## src/rtl/core/assert_macros.svh

```systemverilog
// Assertion helpers shared by the RTL.
// Both sample on i_clk and are disabled while i_rst_n is low.
`ifndef ASSERT_MACROS_SVH
`define ASSERT_MACROS_SVH

// Same-cycle implication
`define AST_IMPL(label, ante, cons, msg) \
    label: assert property (@(posedge i_clk) disable iff (!i_rst_n) (ante) |-> (cons)) \
        else $error(msg);

// Next-cycle implication
`define AST_NEXT(label, ante, cons, msg) \
    label: assert property (@(posedge i_clk) disable iff (!i_rst_n) (ante) |=> (cons)) \
        else $error(msg);

`endif

```

## src/rtl/core/pec_pkg.sv

```systemverilog
package pec_pkg;

    // Coordinate width and the widths that follow from it
    localparam int COORD_BITS = 16;
    localparam int DIFF_W     = COORD_BITS + 1;        // coordinate difference
    localparam int MA_W       = 2 * COORD_BITS + 1;    // wide multiplier operand (c12, c34)
    localparam int PROD_W     = MA_W + DIFF_W;         // multiplier product
    localparam int ACC_W      = PROD_W + 1;            // difference of two products
    localparam int DEN_W      = 2 * DIFF_W + 1;        // intersection denominator
    localparam int QB         = COORD_BITS + 1;        // quotient bits developed
    localparam int CNT_W      = $clog2(QB + 1);
    localparam int UOP_W      = 4;
    localparam int CFG_IDX_W  = 3;

    // Quotient saturation limits
    localparam logic [QB-1:0] Q_LIM     = QB'(1) << (COORD_BITS - 1);
    localparam logic [QB-1:0] Q_POS_MAX = Q_LIM - QB'(1);

    // Configuration register indexes
    localparam logic [CFG_IDX_W-1:0] CFG_LINE_AX = 3'd0;
    localparam logic [CFG_IDX_W-1:0] CFG_LINE_AY = 3'd1;
    localparam logic [CFG_IDX_W-1:0] CFG_LINE_BX = 3'd2;
    localparam logic [CFG_IDX_W-1:0] CFG_LINE_BY = 3'd3;

    // Multiply micro-ops: pairs (A then B) give acc = A - B
    localparam logic [UOP_W-1:0] UOP_SS_A   = 4'd0;   // side of S
    localparam logic [UOP_W-1:0] UOP_SS_B   = 4'd1;
    localparam logic [UOP_W-1:0] UOP_SE_A   = 4'd2;   // side of E
    localparam logic [UOP_W-1:0] UOP_SE_B   = 4'd3;
    localparam logic [UOP_W-1:0] UOP_C12_A  = 4'd4;
    localparam logic [UOP_W-1:0] UOP_C12_B  = 4'd5;
    localparam logic [UOP_W-1:0] UOP_C34_A  = 4'd6;
    localparam logic [UOP_W-1:0] UOP_C34_B  = 4'd7;
    localparam logic [UOP_W-1:0] UOP_DEN_A  = 4'd8;
    localparam logic [UOP_W-1:0] UOP_DEN_B  = 4'd9;
    localparam logic [UOP_W-1:0] UOP_XN_A   = 4'd10;
    localparam logic [UOP_W-1:0] UOP_XN_B   = 4'd11;
    localparam logic [UOP_W-1:0] UOP_YN_A   = 4'd12;
    localparam logic [UOP_W-1:0] UOP_YN_B   = 4'd13;
    localparam logic [UOP_W-1:0] UOP_LAST   = 4'd15;  // last accumulate cycle
    localparam logic [UOP_W-1:0] UOP_LAG    = 4'd2;   // operand + product stages

    typedef enum logic [3:0] {
        ST_IDLE,
        ST_MUL,
        ST_DECIDE,
        ST_DX_START,
        ST_DX_WAIT,
        ST_DY_START,
        ST_DY_WAIT,
        ST_PUT_C,
        ST_PUT_E,
        ST_EDGE_END,
        ST_FLUSH
    } t_state;

    typedef struct packed {
        logic signed [COORD_BITS-1:0] vertex_x;
        logic signed [COORD_BITS-1:0] vertex_y;
        logic                         final_vertex;
    } t_pec_in;

    typedef struct packed {
        logic signed [COORD_BITS-1:0] out_x;
        logic signed [COORD_BITS-1:0] out_y;
        logic                         out_valid;
        logic                         polygon_done;
    } t_pec_out;

endpackage

```

## src/rtl/core/pec_div.sv

```systemverilog
module pec_div (
    input  logic                               i_clk,
    input  logic                               i_rst_n,
    input  logic                               i_start,
    input  logic signed [pec_pkg::ACC_W-1:0]   i_num,
    input  logic signed [pec_pkg::DEN_W-1:0]   i_den,
    output logic                               o_done,
    output logic signed [pec_pkg::COORD_BITS-1:0] o_quot
);
    import pec_pkg::*;

    logic [ACC_W-1:0] w_num_mag;
    logic [DEN_W-1:0] w_den_mag;
    logic [ACC_W:0]   w_den_top;
    logic             w_ge;
    logic [QB-1:0]    w_qsat;
    logic [QB-1:0]    w_qneg;

    logic             r_run;
    logic             r_done;
    logic [CNT_W-1:0] r_cnt;
    logic [ACC_W-1:0] r_rem;
    logic [ACC_W-1:0] r_dsh;
    logic [QB-1:0]    r_q;
    logic             r_neg;
    logic             r_big;
    logic             r_dz;

    // Operand magnitudes; divisor aligned to the top quotient bit
    assign w_num_mag = i_num[ACC_W-1] ? $unsigned(-i_num) : $unsigned(i_num);
    assign w_den_mag = i_den[DEN_W-1] ? $unsigned(-i_den) : $unsigned(i_den);
    assign w_den_top = {w_den_mag, {QB{1'b0}}};
    assign w_ge      = (r_rem >= r_dsh);

    // Sequencing
    always_ff @(posedge i_clk) begin
        if (!i_rst_n) begin
            r_run  <= 1'b0;
            r_done <= 1'b0;
            r_cnt  <= '0;
        end else begin
            r_done <= 1'b0;
            if (i_start) begin
                r_run <= 1'b1;
                r_cnt <= CNT_W'(QB);
            end else if (r_run) begin
                r_cnt <= r_cnt - CNT_W'(1);
                if (r_cnt == CNT_W'(1)) begin
                    r_run  <= 1'b0;
                    r_done <= 1'b1;
                end
            end
        end
    end

    // Restoring division, one quotient bit per cycle
    always_ff @(posedge i_clk) begin
        if (i_start) begin
            r_rem <= w_num_mag;
            r_dsh <= {w_den_mag, {(QB-1){1'b0}}};
            r_q   <= '0;
            r_neg <= i_num[ACC_W-1] ^ i_den[DEN_W-1];
            r_big <= ({1'b0, w_num_mag} >= w_den_top);
            r_dz  <= (w_den_mag == '0);
        end else if (r_run) begin
            if (w_ge) begin
                r_rem <= r_rem - r_dsh;
            end
            r_q   <= {r_q[QB-2:0], w_ge};
            r_dsh <= r_dsh >> 1;
        end
    end

    // Saturate to the coordinate range and apply the sign; a zero divisor gives 0
    assign w_qsat = (r_big || (r_q > Q_LIM)) ? Q_LIM : r_q;
    assign w_qneg = QB'(0) - w_qsat;

    always_comb begin
        if (r_dz) begin
            o_quot = '0;
        end else if (r_neg) begin
            o_quot = w_qneg[COORD_BITS-1:0];
        end else if (w_qsat > Q_POS_MAX) begin
            o_quot = Q_POS_MAX[COORD_BITS-1:0];
        end else begin
            o_quot = w_qsat[COORD_BITS-1:0];
        end
    end

    assign o_done = r_done;

endmodule

```

## src/rtl/core/polygon_edge_clip.sv

```systemverilog
// Each edge runs the multiply micro-op sequence; a crossing adds two divisions.
// A vertex holds the block for its edge (the final vertex also for the closing edge) plus
// output stalls; the next vertex is taken once the block is back in idle.
// Built on the shared 33x17 multiplier and the bit-serial divider; one vertex at a time.
// A first vertex opens no edge unless final; results leave through a one-deep output register.
// Reset (synchronous, active low) clears the line to (0,0)-(1,0) and drops any open polygon.
`include "assert_macros.svh"

module polygon_edge_clip (
    input  logic                              i_clk,
    input  logic                              i_rst_n,
    input  logic                              i_in_valid,
    output logic                              o_in_stall,
    input  pec_pkg::t_pec_in                  i_in_data,
    output logic                              o_out_valid,
    input  logic                              i_out_stall,
    output pec_pkg::t_pec_out                 o_out_data,
    input  logic                              i_cfg_we,
    input  logic [pec_pkg::CFG_IDX_W-1:0]     i_cfg_idx,
    input  logic [pec_pkg::COORD_BITS-1:0]    i_cfg_data
);
    import pec_pkg::*;

    // Configuration
    logic signed [COORD_BITS-1:0] r_ax, r_ay, r_bx, r_by;

    // Polygon state and current edge
    t_state                       r_state, n_state;
    logic                         r_have;
    logic signed [COORD_BITS-1:0] r_start_x, r_start_y, r_last_x, r_last_y;
    logic signed [COORD_BITS-1:0] r_vx, r_vy;
    logic                         r_fin;
    logic                         r_wrap;
    logic signed [COORD_BITS-1:0] r_sx, r_sy, r_ex, r_ey;
    logic signed [DIFF_W-1:0]     r_dlx, r_dly;

    // Shared multiplier pipeline
    logic [UOP_W-1:0]             r_uop;
    logic [UOP_W-1:0]             w_acc_k;
    logic signed [MA_W-1:0]       w_opa, r_opa;
    logic signed [DIFF_W-1:0]     w_bu, w_bv, w_opb, r_opb;
    logic signed [PROD_W-1:0]     r_prod;
    logic signed [ACC_W-1:0]      r_acc, w_diff;
    logic                         r_s_in, r_e_in;
    logic signed [MA_W-1:0]       r_c12, r_c34;
    logic signed [DEN_W-1:0]      r_den;
    logic signed [ACC_W-1:0]      r_xn, r_yn;
    logic signed [COORD_BITS-1:0] r_cx, r_cy;

    // Result staging: one pending result, then the output register
    logic                         r_pend_v;
    logic signed [COORD_BITS-1:0] r_pend_x, r_pend_y;
    logic                         r_ov;
    t_pec_out                     r_out;

    // Control
    logic                         w_accept;
    logic                         w_slot;
    logic                         w_put_ok, w_flush_ok;
    logic                         w_put, w_flush, w_push, w_wrap_go;
    logic signed [COORD_BITS-1:0] w_put_x, w_put_y;
    logic                         w_div_start, w_div_done;
    logic signed [ACC_W-1:0]      w_div_num;
    logic signed [COORD_BITS-1:0] w_quot;

    assign o_in_stall  = (r_state != ST_IDLE) || !i_rst_n;
    assign w_accept    = i_in_valid && !o_in_stall;
    assign w_slot      = !r_ov || !i_out_stall;
    assign w_put_ok    = !r_pend_v || w_slot;
    assign w_flush_ok  = (!r_fin && !r_pend_v) || w_slot;
    assign w_push      = (w_put && r_pend_v) || (w_flush && (r_pend_v || r_fin));
    assign w_wrap_go   = (r_state == ST_EDGE_END) && r_fin && !r_wrap;
    assign w_acc_k     = r_uop - UOP_LAG;
    assign w_diff      = r_acc - ACC_W'(r_prod);
    assign o_out_valid = r_ov;
    assign o_out_data  = r_out;

    // Shared divider for the two intersection quotients
    pec_div u_div (
        .i_clk   (i_clk),
        .i_rst_n (i_rst_n),
        .i_start (w_div_start),
        .i_num   (w_div_num),
        .i_den   (r_den),
        .o_done  (w_div_done),
        .o_quot  (w_quot)
    );

    // Next state
    always_comb begin
        n_state = r_state;
        case (r_state)
            ST_IDLE: begin
                if (w_accept && (r_have || i_in_data.final_vertex)) begin
                    n_state = ST_MUL;
                end
            end
            ST_MUL: begin
                if (r_uop == UOP_LAST) begin
                    n_state = ST_DECIDE;
                end
            end
            ST_DECIDE: begin
                if (r_s_in != r_e_in) begin
                    n_state = ST_DX_START;
                end else if (r_s_in) begin
                    n_state = ST_PUT_E;
                end else begin
                    n_state = ST_EDGE_END;
                end
            end
            ST_DX_START: n_state = ST_DX_WAIT;
            ST_DX_WAIT: begin
                if (w_div_done) begin
                    n_state = ST_DY_START;
                end
            end
            ST_DY_START: n_state = ST_DY_WAIT;
            ST_DY_WAIT: begin
                if (w_div_done) begin
                    n_state = ST_PUT_C;
                end
            end
            ST_PUT_C: begin
                if (w_put_ok) begin
                    n_state = r_e_in ? ST_PUT_E : ST_EDGE_END;
                end
            end
            ST_PUT_E: begin
                if (w_put_ok) begin
                    n_state = ST_EDGE_END;
                end
            end
            ST_EDGE_END: n_state = w_wrap_go ? ST_MUL : ST_FLUSH;
            ST_FLUSH: begin
                if (w_flush_ok) begin
                    n_state = ST_IDLE;
                end
            end
            default: n_state = ST_IDLE;
        endcase
    end

    // State outputs
    always_comb begin
        w_put       = 1'b0;
        w_flush     = 1'b0;
        w_put_x     = r_ex;
        w_put_y     = r_ey;
        w_div_start = 1'b0;
        w_div_num   = r_xn;
        case (r_state)
            ST_DX_START: w_div_start = 1'b1;
            ST_DY_START: begin
                w_div_start = 1'b1;
                w_div_num   = r_yn;
            end
            ST_PUT_C: begin
                w_put   = w_put_ok;
                w_put_x = r_cx;
                w_put_y = r_cy;
            end
            ST_PUT_E: w_put = w_put_ok;
            ST_FLUSH: w_flush = w_flush_ok;
            default: ;
        endcase
    end

    // Multiplier operand select: A is wide, B is a difference of two narrow terms
    always_comb begin
        w_opa = '0;
        w_bu  = '0;
        w_bv  = '0;
        case (r_uop)
            UOP_SS_A: begin
                w_opa = MA_W'(r_dly);
                w_bu  = DIFF_W'(r_sx);
                w_bv  = DIFF_W'(r_ax);
            end
            UOP_SS_B: begin
                w_opa = MA_W'(r_dlx);
                w_bu  = DIFF_W'(r_sy);
                w_bv  = DIFF_W'(r_ay);
            end
            UOP_SE_A: begin
                w_opa = MA_W'(r_dly);
                w_bu  = DIFF_W'(r_ex);
                w_bv  = DIFF_W'(r_ax);
            end
            UOP_SE_B: begin
                w_opa = MA_W'(r_dlx);
                w_bu  = DIFF_W'(r_ey);
                w_bv  = DIFF_W'(r_ay);
            end
            UOP_C12_A: begin
                w_opa = MA_W'(r_ax);
                w_bu  = DIFF_W'(r_by);
            end
            UOP_C12_B: begin
                w_opa = MA_W'(r_ay);
                w_bu  = DIFF_W'(r_bx);
            end
            UOP_C34_A: begin
                w_opa = MA_W'(r_sx);
                w_bu  = DIFF_W'(r_ey);
            end
            UOP_C34_B: begin
                w_opa = MA_W'(r_sy);
                w_bu  = DIFF_W'(r_ex);
            end
            UOP_DEN_A: begin
                w_opa = MA_W'(r_dlx);
                w_bu  = DIFF_W'(r_sy);
                w_bv  = DIFF_W'(r_ey);
            end
            UOP_DEN_B: begin
                w_opa = MA_W'(r_dly);
                w_bu  = DIFF_W'(r_sx);
                w_bv  = DIFF_W'(r_ex);
            end
            UOP_XN_A: begin
                w_opa = r_c12;
                w_bu  = DIFF_W'(r_sx);
                w_bv  = DIFF_W'(r_ex);
            end
            UOP_XN_B: begin
                w_opa = r_c34;
                w_bu  = r_dlx;
            end
            UOP_YN_A: begin
                w_opa = r_c12;
                w_bu  = DIFF_W'(r_sy);
                w_bv  = DIFF_W'(r_ey);
            end
            UOP_YN_B: begin
                w_opa = r_c34;
                w_bu  = r_dly;
            end
            default: ;
        endcase
    end

    assign w_opb = w_bu - w_bv;

    // Control registers
    always_ff @(posedge i_clk) begin
        if (!i_rst_n) begin
            r_state  <= ST_IDLE;
            r_have   <= 1'b0;
            r_pend_v <= 1'b0;
            r_ov     <= 1'b0;
            r_uop    <= '0;
            r_ax     <= '0;
            r_ay     <= '0;
            r_bx     <= COORD_BITS'(1);
            r_by     <= '0;
        end else begin
            r_state <= n_state;

            if (w_accept) begin
                r_have <= 1'b1;
            end else if (w_flush && r_fin) begin
                r_have <= 1'b0;
            end

            if (w_put) begin
                r_pend_v <= 1'b1;
            end else if (w_flush) begin
                r_pend_v <= 1'b0;
            end

            if (w_push) begin
                r_ov <= 1'b1;
            end else if (!i_out_stall) begin
                r_ov <= 1'b0;
            end

            if (w_accept || w_wrap_go) begin
                r_uop <= '0;
            end else if (r_state == ST_MUL) begin
                r_uop <= r_uop + UOP_W'(1);
            end

            // Line registers
            if (i_cfg_we) begin
                case (i_cfg_idx)
                    CFG_LINE_AX: r_ax <= i_cfg_data;
                    CFG_LINE_AY: r_ay <= i_cfg_data;
                    CFG_LINE_BX: r_bx <= i_cfg_data;
                    CFG_LINE_BY: r_by <= i_cfg_data;
                    default: ;
                endcase
            end
        end
    end

    // Vertex capture and edge setup
    always_ff @(posedge i_clk) begin
        if (w_accept) begin
            r_vx     <= i_in_data.vertex_x;
            r_vy     <= i_in_data.vertex_y;
            r_fin    <= i_in_data.final_vertex;
            r_last_x <= i_in_data.vertex_x;
            r_last_y <= i_in_data.vertex_y;
            r_ex     <= i_in_data.vertex_x;
            r_ey     <= i_in_data.vertex_y;
            r_dlx    <= DIFF_W'(r_ax) - DIFF_W'(r_bx);
            r_dly    <= DIFF_W'(r_ay) - DIFF_W'(r_by);
            r_wrap   <= !r_have;
            if (r_have) begin
                r_sx <= r_last_x;
                r_sy <= r_last_y;
            end else begin
                // first vertex: its own edge, run only if it is final, is the wrap edge onto itself
                r_start_x <= i_in_data.vertex_x;
                r_start_y <= i_in_data.vertex_y;
                r_sx      <= i_in_data.vertex_x;
                r_sy      <= i_in_data.vertex_y;
            end
        end else if (w_wrap_go) begin
            // closing edge from the final vertex back to the first
            r_sx   <= r_vx;
            r_sy   <= r_vy;
            r_ex   <= r_start_x;
            r_ey   <= r_start_y;
            r_wrap <= 1'b1;
        end
    end

    // Multiply pipeline: operands, product, accumulate two stages behind
    always_ff @(posedge i_clk) begin
        r_opa  <= w_opa;
        r_opb  <= w_opb;
        r_prod <= r_opa * r_opb;
        if (r_state == ST_MUL) begin
            case (w_acc_k)
                UOP_SS_A, UOP_SE_A, UOP_C12_A, UOP_C34_A,
                UOP_DEN_A, UOP_XN_A, UOP_YN_A: r_acc <= ACC_W'(r_prod);
                UOP_SS_B:  r_s_in <= w_diff[ACC_W-1];
                UOP_SE_B:  r_e_in <= w_diff[ACC_W-1];
                UOP_C12_B: r_c12  <= w_diff[MA_W-1:0];
                UOP_C34_B: r_c34  <= w_diff[MA_W-1:0];
                UOP_DEN_B: r_den  <= w_diff[DEN_W-1:0];
                UOP_XN_B:  r_xn   <= w_diff;
                UOP_YN_B:  r_yn   <= w_diff;
                default: ;
            endcase
        end
    end

    // Intersection quotients
    always_ff @(posedge i_clk) begin
        if (r_state == ST_DX_WAIT && w_div_done) begin
            r_cx <= w_quot;
        end
        if (r_state == ST_DY_WAIT && w_div_done) begin
            r_cy <= w_quot;
        end
    end

    // Pending result and output register payload
    always_ff @(posedge i_clk) begin
        if (w_put) begin
            r_pend_x <= w_put_x;
            r_pend_y <= w_put_y;
        end
        if (w_push) begin
            r_out.out_x        <= r_pend_v ? r_pend_x : '0;
            r_out.out_y        <= r_pend_v ? r_pend_y : '0;
            r_out.out_valid    <= r_pend_v;
            r_out.polygon_done <= w_flush && r_fin;
        end
    end

    // Checks
    `AST_IMPL(a_cross_only_on_change, (r_state == ST_DX_START), (r_s_in != r_e_in), "crossing without side change")
    `AST_NEXT(a_edge_starts, (w_accept && (r_have || i_in_data.final_vertex)), (r_state == ST_MUL), "edge did not start")
    `AST_NEXT(a_done_marked, (w_flush && r_fin), (r_ov && r_out.polygon_done), "final result not marked done")
    `AST_IMPL(a_idle_no_pending, (r_state == ST_IDLE), (!r_pend_v), "pending result left in idle")

endmodule

```

## config.mk

```make
export PLATFORM = sky130hd
export DESIGN_NAME = polygon_edge_clip
export DESIGN_NICKNAME = d
export VERILOG_FILES = /design/src/rtl/core/pec_pkg.sv /design/src/rtl/core/pec_div.sv /design/src/rtl/core/polygon_edge_clip.sv
export VERILOG_INCLUDE_DIRS = /design/src /design/src/rtl/core
export SDC_FILE = /design/constraint.sdc
export NUM_CORES = 2
export LEC_CHECK = 0
export ABC_AREA = 1
export BUFFER_PORTS_ARGS = -buffer_cell sky130_fd_sc_hd__buf_2
export CORE_MARGIN = 10
export CORE_UTILIZATION = 67
export CTS_BUF_LIST = sky130_fd_sc_hd__clkbuf_4
export DETAILED_ROUTE_END_ITERATION = 16
export PLACE_DENSITY_LB_ADDON = 0.15
export SYNTH_ARGS = -nofsm -noshare
export SYNTH_HDL_FRONTEND = slang
export SYNTH_HIERARCHICAL = 1
export SYNTH_SLANG_ARGS = --single-unit
```

## constraint.sdc

```tcl
create_clock -name i_clk -period 6.5 [get_ports i_clk]
set_input_delay 0.65 -clock i_clk [delete_from_list [all_inputs] [get_ports i_clk]]
set_output_delay 0.65 -clock i_clk [all_outputs]
set_load 0.02 [all_outputs]
```

==> results.toml <==
[global_route]
antenna_found_initial = 15
grt_pass1_vias = 58200
grt_max_degree = 86
grt_overflow = 0
track_usage = 0.386
grt_pass1_wl_mm = 332

[clock_network]
insertion_delay_ns = 1.23
cts_tree = "built"
clock_sinks = 821
clock-root-buffer = "clkbuf_4"
clockBufferDepth = 3
cts-buffers-inserted = 216
post_cts_buffers = 0
h-tree-depth = 4
cts.clk_slew.worst_paths_ns = 0.08

[synthesis]
synth.distinct_cells = 72
seq_area_frac_synth = 0.340
synth_nets = 9073
syn-instance-count = 8162
ys_ff_latch = 821
async_flop_share = 0
synth_edf_count = 606
postSynthAreaPerCell_um2 = 8.12
syn_area_um2 = 66200
yosys_warnings = 6
synth.most_common_cell = "nand2_1"
yosysTopAreaCell = "edfxtp_1"
synth.area.top_cells = "edfxtp_1 (27%), fa_1 (16%), nand2_1 (12%)"
ys.flop_type = "edfxtp_1"
synth_top_area_frac = 0.275
synthTopCellsByCount = "nand2_1 (2123), inv_1 (1777), edfxtp_1 (606), nor2_1 (545), fa_1 (541)"

[sta]
maxSlewViolCount = 0
final.setup.tns_ns = 0
post-route-min-period_ns = 6.30
rsz0062_at_grt = "no"
slew_headroom = 0.229
setup-violations-final = 0
tightest_slew_ns = 1.15
fmax_mhz = 159
fin_crit_sh = 0.969
clock_skew_ns = 0.0896
hold_violations = 0

[worst_hold_path]
hold_start = "i_cfg_idx[1]"
hp-class = "input pin to flop"
min_path_cells = 4
min_to = "r_bx[2]"

[floorplan]
std_cell_rows = 115
core_um2 = 98300
dieArea_um2 = 112000
initial_core_util = 0.674
die-height_um = 334
top_level_ports = 93
die_w_um = 334

[detailed_routing]
firstDrtPassIters = 9
drt_iter0_markers = 7385
drt-wirelength-per-cell_um = 22.1
via_per_inst = 5.92
detail-route-antenna-nets = 0
wl_mm = 218
drc_errors = 0
vias = 58400

[critical_path]
crit_chain = "buf_4 -> nand2_1 -> inv_1 -> fa_1 -> fa_1 -> fa_1 -> fa_1 -> fa_1 -> inv_1 -> fa_1 -> inv_1 -> ha_1 -> nand2_1 -> nor2_1 -> nand2_1 -> nor3_1 -> nand4_1 -> nand4_1 -> nand2_1"
arrival_ns = 7.34
slowest_stage = "dfxtp_1"
cp_max_fo = 19
crit_path_end_kind = "flop"
cp_common_cell = "fa_1"
reg2reg_depth = 19
crit_required_ns = 7.54
timing.rr.start = "r_opb[15]"
r2r_setup_slack_ns = 0.20
critPathMaxStageDelay_ns = 0.77
start_kind = "flop"
r2r-end = "r_prod[38]"
critical_path_class = "flop to flop"

[cells_and_area]
drive_gt1_frac = 0.0875
finalNetCount = 9282
syn_to_final_growth_pct = 8.04

[place]
place.gp.congestion = 1.02
io_buffers = 92
hpwl_mm = 166

[run]
cap_violations = 0

[outcome]
status = "finished, final reports clean"
-- critical path, delay by kind of cell, from the launching register on --
kind | cells | cell delay (ns)
buffers and inverters | 4 | 0.57
and+or+nand+nor | 8 | 1.45
adders and majority gates | 7 | 3.35
DFF | 1 | 0.77
-- metal layers --
layer | vias to the layer above | global-route usage | share of wire
li1 | 26100 | - | -
met3 | 944 | 0.101 | 0.12
met4 | 8 | 0.203 | 0.060
met2 | 3879 | 0.605 | 0.45
met1 | 27500 | 0.489 | 0.37
met5 | - | 0 | 0.00049
-- through the flow --
stage,setup slack (ns),area (um^2),cells,utilization,hold WS [ns]
6_report,0.199,71600,9861,0.728,0.108
5_1_grt,0.0204,71600,9854,0.728,0.0891
4_1_cts,0.146,71500,9845,0.728,0.0622
3_3_place_gp,0.241,68100,9390,0.693,0.414
3_5_place_dp,0.210,68100,9390,0.693,0.414
2_1_floorplan,0.954,66200,8162,-,0.403
-- placed cells by master (no fill, tap or decap), drive strengths merged, types with 7 or more instances in the layout --
master / count
edfxtp: 606
o21a: 13
nor4: 12
nor2: 564
and3: 7
inv: 1804
nand3b: 23
a21o: 21
a22oi: 18
nor3: 75
dfxtp: 215
or2: 23
nand4: 82
a221oi: 35
fa: 541
o21ai: 344
a21oi: 337
nand3: 296
clkbuf: 320
ha: 313
o211ai: 11
o22ai: 124
xor2: 129
mux2: 51
o21bai: 9
o31ai: 12
nand2: 2146
a22o: 21
clkinv: 74
dlygate4sd3: 50
a21boi: 9
buf: 190
a31oi: 14
diode: 16
xnor2: 39
-- registers in the layout (all words and copies together) (netlist names), 17 cells and up --
register,count
r_xn,51
r_yn,51
u_div/r_dsh,51
u_div/r_rem,51
r_acc,50
r_prod,50
r_den,35
o_out_data,34
r_c12,33
r_c34,33
r_opa,33
r_dlx,17
r_dly,17
r_opb,17
u_div/r_q,17
-- cells by family (layout without fill, tap and decap cells) --
group,Yosys count,after routing,synth area share
AOI/OAI and AO/OA,984,984,0.0863
xor gates and xnor gates,168,168,0.0223
adders and majority gates,854,854,0.223
buffers and inverters,2050,2446,0.119
DFF,821,821,0.340
muxes,52,52,0.00882
other,0,16,0
and+or+nand+nor,3233,3233,0.202
-- what timing repair did --
action / CTS / global route
endpoints found under the setup margin: 0 / 7
hold buffers: 50 / 0
hold endpoints to repair: 193 / 0
resized for setup: 0 / 9
-- layout make-up --
| class | count | area (um^2) |
|---|---|---|
| repair buffers | 240 | 1800 |
| well taps | 1287 | 1610 |
| flip-flops and latches | 821 | 22500 |
| clock buffers | 320 | 2400 |
| diodes | 16 | 40.0 |
| inverters | 1801 | 6770 |
| multi-input cells | 5291 | 35900 |
| fillers | 7220 | 26700 |
| clock inverters | 85 | 500 |
-- worst max-delay path by stage --
stage / start / to / slack [ns]
floorplan: r_opa[32] / r_prod[46] / 0.95
global placement: r_opa[10] / r_prod[26] / 0.24
detailed placement: r_opb[9] / r_prod[46] / 0.21
CTS: r_opb[9] / r_prod[46] / 0.15
global route: r_opb[6] / r_prod[38] / 0.02
finish: r_opb[15] / r_prod[38] / 0.20
Power is left out: the tool's default activity adds up to more than one toggle a clock period on the data nets, which glitch-free logic cannot reach.
